`src/sv/radial_distortion_bilinear_remap_unit_macros.svh`:
```
// Assertion macros shared by the remap unit files.
`ifndef RADIAL_DISTORTION_BILINEAR_REMAP_UNIT_MACROS_SVH
`define RADIAL_DISTORTION_BILINEAR_REMAP_UNIT_MACROS_SVH
`ifndef NO_ASSERTIONS
`define RDBR_CHECK(lbl, prop, msg) \
    lbl: assert property (@(posedge clk) disable iff (!rst_n) prop) else $error(msg);
`define RDBR_CHECK_ALWAYS(lbl, prop, msg) \
    lbl: assert property (@(posedge clk) prop) else $error(msg);
`else
`define RDBR_CHECK(lbl, prop, msg)
`define RDBR_CHECK_ALWAYS(lbl, prop, msg)
`endif
`endif

```
`src/sv/rdbr_pkg.sv`:
```
`timescale 1ns / 1ps
`default_nettype none
package rdbr_pkg;
    localparam int IMG_WIDTH  = 128;
    localparam int IMG_HEIGHT = 128;
    localparam int BANK_DEPTH = (IMG_WIDTH / 2) * (IMG_HEIGHT / 2);
    localparam int BANK_AW    = $clog2(BANK_DEPTH);
    localparam int PIX_W      = 32;
    localparam int CFG_W      = 21;
    localparam int NUM_W      = 15;
    localparam int QUOT_W     = 31;
    localparam int DSQ_W      = 20;
    localparam int DIV_STAGES = QUOT_W;
    localparam int R2_W       = 26;
    localparam int R4_W       = 36;
    localparam int Z_W        = 42;
    localparam int P_W        = 52;
    localparam int LATENCY    = DIV_STAGES + 9;
    localparam logic [QUOT_W-1:0] R2_MAX = 31'h03FF_FFFF;
    localparam logic signed [Z_W-1:0] Q_ONE = 42'sd65536;

    typedef enum logic
    {
        CMD_WRITE = 1'b0,
        CMD_READ  = 1'b1
    } cmd_t;

    typedef enum logic [2:0]
    {
        REG_COEF_A        = 3'd0,
        REG_COEF_B        = 3'd1,
        REG_RADIUS_SCALE  = 3'd2,
        REG_REGION_LEFT   = 3'd3,
        REG_REGION_TOP    = 3'd4,
        REG_REGION_RIGHT  = 3'd5,
        REG_REGION_BOTTOM = 3'd6,
        REG_CHANNEL_COUNT = 3'd7
    } reg_idx_t;

    typedef struct packed
    {
        cmd_t               cmd;
        logic [6:0]         x;
        logic [6:0]         y;
        logic [PIX_W-1:0]   data;
        logic signed [7:0]  dx;
        logic signed [7:0]  dy;
    } item_t;

    typedef struct packed
    {
        logic signed [20:0] coef_a;
        logic signed [19:0] coef_b;
        logic [DSQ_W-1:0]   s_sq;
        logic [6:0]         lx;
        logic [6:0]         ly;
        logic [7:0]         hx;
        logic [7:0]         hy;
        logic [6:0]         cx;
        logic [6:0]         cy;
        logic [2:0]         nch;
    } cfg_t;
endpackage
`default_nettype wire

```
`src/sv/rdbr_div.sv`:
```
`timescale 1ns / 1ps
`default_nettype none
module rdbr_div import rdbr_pkg::*; (
    input  logic              clk,
    input  logic              rst_n,
    input  logic              in_vld,
    input  item_t             in_item,
    input  logic [NUM_W-1:0]  in_num,
    input  logic [DSQ_W-1:0]  dsq,
    output logic              out_vld,
    output item_t             out_item,
    output logic [QUOT_W-1:0] out_quot
);
    logic              vld_reg   [DIV_STAGES];
    item_t             item_reg  [DIV_STAGES];
    logic [DSQ_W-1:0]  rem_reg   [DIV_STAGES];
    logic [QUOT_W-1:0] quot_reg  [DIV_STAGES];
    logic [QUOT_W-1:0] num_reg   [DIV_STAGES];
    logic              vld_prev  [DIV_STAGES];
    item_t             item_prev [DIV_STAGES];
    logic [DSQ_W-1:0]  rem_prev  [DIV_STAGES];
    logic [QUOT_W-1:0] quot_prev [DIV_STAGES];
    logic [QUOT_W-1:0] num_prev  [DIV_STAGES];
    logic [DSQ_W:0]    trial     [DIV_STAGES];
    logic              take      [DIV_STAGES];
    logic [DSQ_W-1:0]  rem_next  [DIV_STAGES];
    logic [QUOT_W-1:0] quot_next [DIV_STAGES];
    logic [QUOT_W-1:0] num_next  [DIV_STAGES];

    genvar g;
    generate
        for (g = 0; g < DIV_STAGES; g++)
        begin : g_stage
            if (g == 0)
            begin : g_first
                assign vld_prev[g]  = in_vld;
                assign item_prev[g] = in_item;
                assign rem_prev[g]  = '0;
                assign quot_prev[g] = '0;
                assign num_prev[g]  = {in_num, {(QUOT_W - NUM_W){1'b0}}};
            end
            else
            begin : g_rest
                assign vld_prev[g]  = vld_reg[g-1];
                assign item_prev[g] = item_reg[g-1];
                assign rem_prev[g]  = rem_reg[g-1];
                assign quot_prev[g] = quot_reg[g-1];
                assign num_prev[g]  = num_reg[g-1];
            end

            assign trial[g]     = {rem_prev[g], num_prev[g][QUOT_W-1]};
            assign take[g]      = trial[g] >= {1'b0, dsq};
            assign rem_next[g]  = take[g] ? DSQ_W'(trial[g] - {1'b0, dsq})
                                          : trial[g][DSQ_W-1:0];
            assign quot_next[g] = {quot_prev[g][QUOT_W-2:0], take[g]};
            assign num_next[g]  = {num_prev[g][QUOT_W-2:0], 1'b0};

            always_ff @(posedge clk or negedge rst_n)
            begin
                if (!rst_n)
                begin
                    vld_reg[g] <= 1'b0;
                end
                else
                begin
                    vld_reg[g] <= vld_prev[g];
                end
            end

            always_ff @(posedge clk)
            begin
                item_reg[g] <= item_prev[g];
                rem_reg[g]  <= rem_next[g];
                quot_reg[g] <= quot_next[g];
                num_reg[g]  <= num_next[g];
            end
        end
    endgenerate

    assign out_vld  = vld_reg[DIV_STAGES-1];
    assign out_item = item_reg[DIV_STAGES-1];
    assign out_quot = quot_reg[DIV_STAGES-1];
endmodule
`default_nettype wire

```
`config.mk`:
```
export PLATFORM = sky130hd
export DESIGN_NAME = rdbr_div
export DESIGN_NICKNAME = d
export VERILOG_FILES = /design/src/sv/radial_distortion_bilinear_remap_unit_macros.svh /design/src/sv/rdbr_pkg.sv /design/src/sv/rdbr_div.sv
export SDC_FILE = /design/constraint.sdc
export NUM_CORES = 2
export LEC_CHECK = 0
export CAP_MARGIN = 20
export CORE_ASPECT_RATIO = 0.6
export CORE_MARGIN = 3
export CORE_UTILIZATION = 30
export CTS_CLUSTER_DIAMETER = 40
export DETAILED_ROUTE_END_ITERATION = 8
export DONT_BUFFER_PORTS = 1
export PLACE_DENSITY_LB_ADDON = 0.3
export SYNTH_ARGS = -nofsm -noshare
export SYNTH_HDL_FRONTEND = slang
export SYNTH_MEMORY_MAX_BITS = 65536
export SYNTH_SLANG_ARGS = --single-unit
```
`constraint.sdc`:
```
create_clock -name clk -period 4.67 [get_ports clk]
set_input_delay 1.1675 -clock clk [delete_from_list [all_inputs] [get_ports clk]]
set_output_delay 1.1675 -clock clk [all_outputs]
set_load 0.03 [all_outputs]
```
* Word-level counts from Yosys, hierarchy flattened
Memories as Yosys holds them, arrays and structs flattened.
Index checks and enable logic that the tools add are counted.
** Word-level totals
- Bits in registers :: 31
- Memories kept :: 4
- Bits of input ports :: 101
- Memory bits (writable) :: 4464
** Operators by class
- Multiplexer cells :: 31
- Add/sub/neg operators :: 31
- $lt $le $gt $ge :: 31
** Memory list
- item_reg :: depth 31, width 63, rd ports 31, clocked after Yosys merged registers in 0, write ports 31, line rdbr_div.sv:15 : item_t item_reg [DIV_STAGES];
- quot_reg :: depth 31, width 31, rd ports 31, clocked after Yosys merged registers in 0, write ports 31, line rdbr_div.sv:17 : logic [QUOT_W-1:0] quot_reg [DIV_STAGES];
- num_reg :: depth 31, width 30, rd ports 30, clocked after Yosys merged registers in 0, write ports 31, line rdbr_div.sv:18 : logic [QUOT_W-1:0] num_reg [DIV_STAGES];
- rem_reg :: depth 31, width 20, rd ports 30, clocked after Yosys merged registers in 0, write ports 31, line rdbr_div.sv:16 : logic [DSQ_W-1:0] rem_reg [DIV_STAGES];
** Operators by type and width (count)
- greater-or-equal comparator 21 x 20 -> 1 bit :: 30
- two-way mux 20 bit :: 31
- subtractor 20 bit :: 30
- greater-or-equal comparator 1 x 20 -> 1 bit :: 1
- subtractor 1 x 20 -> 20 bit :: 1

* Logic depth before layout (Yosys ltp)
An unclocked memory read counts as a cell.
- Depth in word-level cells :: 3
- Mapped depth :: 15

* Worst setup path before layout
OpenSTA, ideal clock, no wires.
- Path kind :: input to register
- From :: input port dsq[1]
- To :: memory rem_reg[14][12]
- Path slack :: 43 ps
- Stages on the path :: 13
- Arrival :: 4506 ps
- Cell sequence :: clkbuf_1 > inv_1 > ha_1 > nor2b_1 > o31a_1 > nand2b_1 > a221oi_2 > o21ai_1 > nand2b_1 > a31oi_1 > a2111oi_4 > buf_4 > mux2_2
** RTL lines
- start, declared :: line rdbr_div.sv:9 : input logic [DSQ_W-1:0] dsq,
- end, declared :: line rdbr_div.sv:16

==> summary.md <==
| Metric | Value |
|---|---|
| R2R cell count | 13 |
| Syn Nets | 8707 |
| Rel. slew slack | 40.6% |
| Crit-path slowest cell | nor4_1 |
| Fillers | between 30000 and 40000 |
| Worst Tran Pin Value | 0.883 ns |
| Die ar. | around 330000 um^2 |
| Overall Global Routing Usage | 12.4% |
| Number of global-route vias before repair | 55700 |
| Core Area | ~320000 um^2 |
| Yosys reg bits | 3185 |
| Starting density of the core | 30.2% |
| CTS tree | yes |
| Nets@finish | slightly above 9000 |
| Internal | 57.6 mW |
| CP max FO | 37 |
| Place WS | -0.0359 ns |
| Netlist cell types | 97 |
| Lkg Pwr | ~50 nW |
| Tcrit/Tclk final | a little over four fifths |
| Worst setup margin | between 0.7 and 0.8 ns |
| Layout cell share with drive strength beyond 1 | between 10% and 20% |
| Cell count after synthesis | 7976 |
| Clock power frac | between 30 and 40% |
| Clk Latency, worst-skew pair | between 0.9 and 1 ns |
| Setup Skew | approximately 0.057 ns |
| Post-layout minimum cycle time | between 3 and 4 ns |
| CTS clk-pin slew, worst paths | about 0.070 ns |
| Fmax | approximately 260 MHz |
| Hold WC Path Type | input pin to asynchronous set/reset pin |
| Chip height | between 400 and 500 um |
| Sequential element share of the synthesized area | between 60% and 70% |
| Outcome | finished, final reports clean |
| Iteration count of the initial detailed-routing pass | 6 |
| Iter 0 DRT Violations | about 4400 |
| Critical path class | input pin to register |
| Fraction of registers with async set/reset | less than 1% |
| CTS Buf Count | around 350 |
| Total number of vias | between 50000 and 60000 |
| Clk root buf | clkbuf_16 |
| Crit-path cells | inv_1 -> buf_4 -> buf_4 -> buf_12 -> ha_1 -> nand4_1 -> or3_1 -> nor4_1 -> a2111oi_0 -> a21boi_2 -> buf_12 -> o31ai_1 |
| Longest Clk Path Bufs | 4 |
| Setup bufs post-CTS | 0 |
| Crit end category | register |
| Initial antenna violation count | 19 |
| Largest net degree at the start of global routing | 48 |
| Unrepaired setup endpoints after global routing | no |
| Worst setup SP type | input pin |
| Synth Area per Inst | 12.2 um^2 |
| Power Density | slightly above 700 nW/um^2 |
| Port bufs | 0 |
| Top FF cell, synth | dfxtp_1 |
| Reg power frac | 40.5% |
| Via density | 4.38 |
| Crit path max-delay family | simple AND/OR/NAND/NOR gates |
| Synth-to-layout area growth | 21.1% |
| CTS resizes | 0 |
| Post-synth EDFFs | 0 |
| Top cells by count, synth | 3154 x dfxtp_1, 601 x ha_1, 592 x nand2_1 |
| Max-slew violation count | 0 |
| Worst path bufs/invs | 5 |
| Peak VDD IR | 0.334 mV |
| Design Power | 83.0 mW |
| CP arrival | about 4.7 ns |
| Synth top area cells | dfxtp_1 65%, ha_1 7.8%, o21ai_0 3.0%, nand2_1 2.3%, xnor2_1 2.3% |
| Routed wire length | between 200000 and 250000 um |
| Grt total ovfl | 0 |
| Finish-stage setup viols | 0 |
| Critical path depth | 12 |
| Multi-input gate area | approximately 32000 um^2 |
| Placement Rows | about 160 |
| Final count of hold timing violations | 0 |
| Wire per inst | ~16 um |
| ANT nets after route | 0 |
| Die W | about 740 um |
| Ys Warns | 0 |
| Placer Congestion | 0.880 |
| WP data required | between 5 and 6 ns |
| Logic pwr share | 25.4% |
| DRC viols | 0 |
| Number of flip-flops in the largest register | between 1500 and 2000 |
| Hold slack | about 0.11 ns |
| Mapped cell area | 97000 um^2 |
| Worst path max stage delay | around 0.80 ns |
| Register Area | 63900 um^2 |
| Sw Ratio | roughly 31% |
| Post-detail-place hpwl | 149000 um |
| Clk sinks | approximately 3200 |
| Switching Power | around 25 mW |
| Max Cap Viol | 0 |
| Most common cell in the netlist | dfxtp_1 |
| Post-synth top area share | about two thirds |
| H-tree levels | 5 |
| First-pass GRT wire length | around 320000 um |
| # IOs | 196 |
| Synth area leader | dfxtp_1 |
[what timing repair did]
action / in CTS / in global routing
hold buffers: 1 / 0
setup endpoints to repair: 0 / 0
endpoints found under the hold margin: 31 / 0
[power by group through the flow]
stage	registers (mW)	logic (mW)	clock network (mW)
final	33.6	21.1	28.3
after global routing	34.0	23.5	30.5
after CTS	33.6	20.9	29.4
after detailed placement	34.2	20.7	0
after global placement	34.2	20.3	0
after floorplan	33.1	15.3	0
[worst register-to-register path, cell delays in order, from the launching register on]
cell	delay, ns
dfxtp_1	0.44
inv_1	0.07
ha_1	0.21
fa_1	0.41
nor2b_1	0.12
o21ai_0	0.12
a21boi_0	0.29
o21ai_0	0.15
o311ai_0	0.53
a21o_1	0.21
a21oi_1	0.09
o21ai_0	0.23
xnor2_1	0.08
o21ai_0	0.37
[layer usage]
layer	part of all wire (%)	wire [um]	GRT usage, %
met4	2.7	5670	3.93
met1	53	113000	19.4
met2	37	77200	16.2
met3	7.4	15600	3.15
met5	0.0061	13	0
[layout make-up]
class,count,area share [%]
Inverter,190,0.607
Tap cell,4319,4.60
Sequential cell,3185,54.4
Clock inverter,200,2.18
Antenna cell,3,0.00639
Timing Repair Buffer,351,2.78
Clock buffer,448,8.29
Multi-Input combinational cell,4474,27.1
[layout by cell type (no fill, tap or decap), drive strengths merged, types with 31 or more instances in the layout]
| cell | instances |
|---|---|
| o21a | 77 |
| a31oi | 47 |
| nor2b | 100 |
| buf | 351 |
| clkinv | 88 |
| xnor2 | 252 |
| nand2 | 592 |
| nor3 | 73 |
| clkbuf | 448 |
| o31ai | 55 |
| nand2b | 91 |
| a211oi | 31 |
| a21boi | 43 |
| a21o | 238 |
| a21oi | 419 |
| ha | 601 |
| dfrtp | 31 |
| o21ai | 617 |
| inv | 259 |
| o21bai | 49 |
| nand4 | 74 |
| mux2 | 127 |
| dfxtp | 3154 |
| xor2 | 203 |
| and3 | 36 |
| nand3 | 84 |
| nor2 | 283 |
[metrics by stage]
step	std cells	area (um^2)	TNS [ns]	utilization, %
2_1_floorplan	7976	97000	0	-
3_3_place_gp	12500	105000	-0.0371	32.7
3_5_place_dp	12500	105000	-0.0401	32.7
4_1_cts	13200	117000	0	36.5
5_1_grt	13200	117000	0	36.6
6_report	13200	117000	0	36.6
[cells by family (layout without fill, tap and decap cells)]
family | after synthesis | in the layout | synth area share (%)
flops | 3185 | 3185 | 65.9
compound gates | 1775 | 1775 | 11.5
other cells | 0 | 3 | 0
mux | 150 | 150 | 1.71
xor+xnor | 455 | 455 | 4.11
buf+inv | 317 | 1189 | 1.38
fa+ha+maj | 630 | 630 | 8.35
simple gates | 1464 | 1464 | 7.11
[worst paths after layout]
kind | start | end | slack [ns]
max | dsq[11] | rem_reg[26][6] | 0.77
min reg2reg | item_reg[1][239] | item_reg[1][302] | 0.28
max reg2reg | num_reg[1][29] | rem_reg[2][18] | 1.19
min | rst_n | vld_prev[28] | 0.11
min in group clk | in_item[15] | item_reg[0][15] | 0.28
max in group asynchronous | rst_n | vld_prev[5] | 4.36
(Power assumes the default switching activity.)
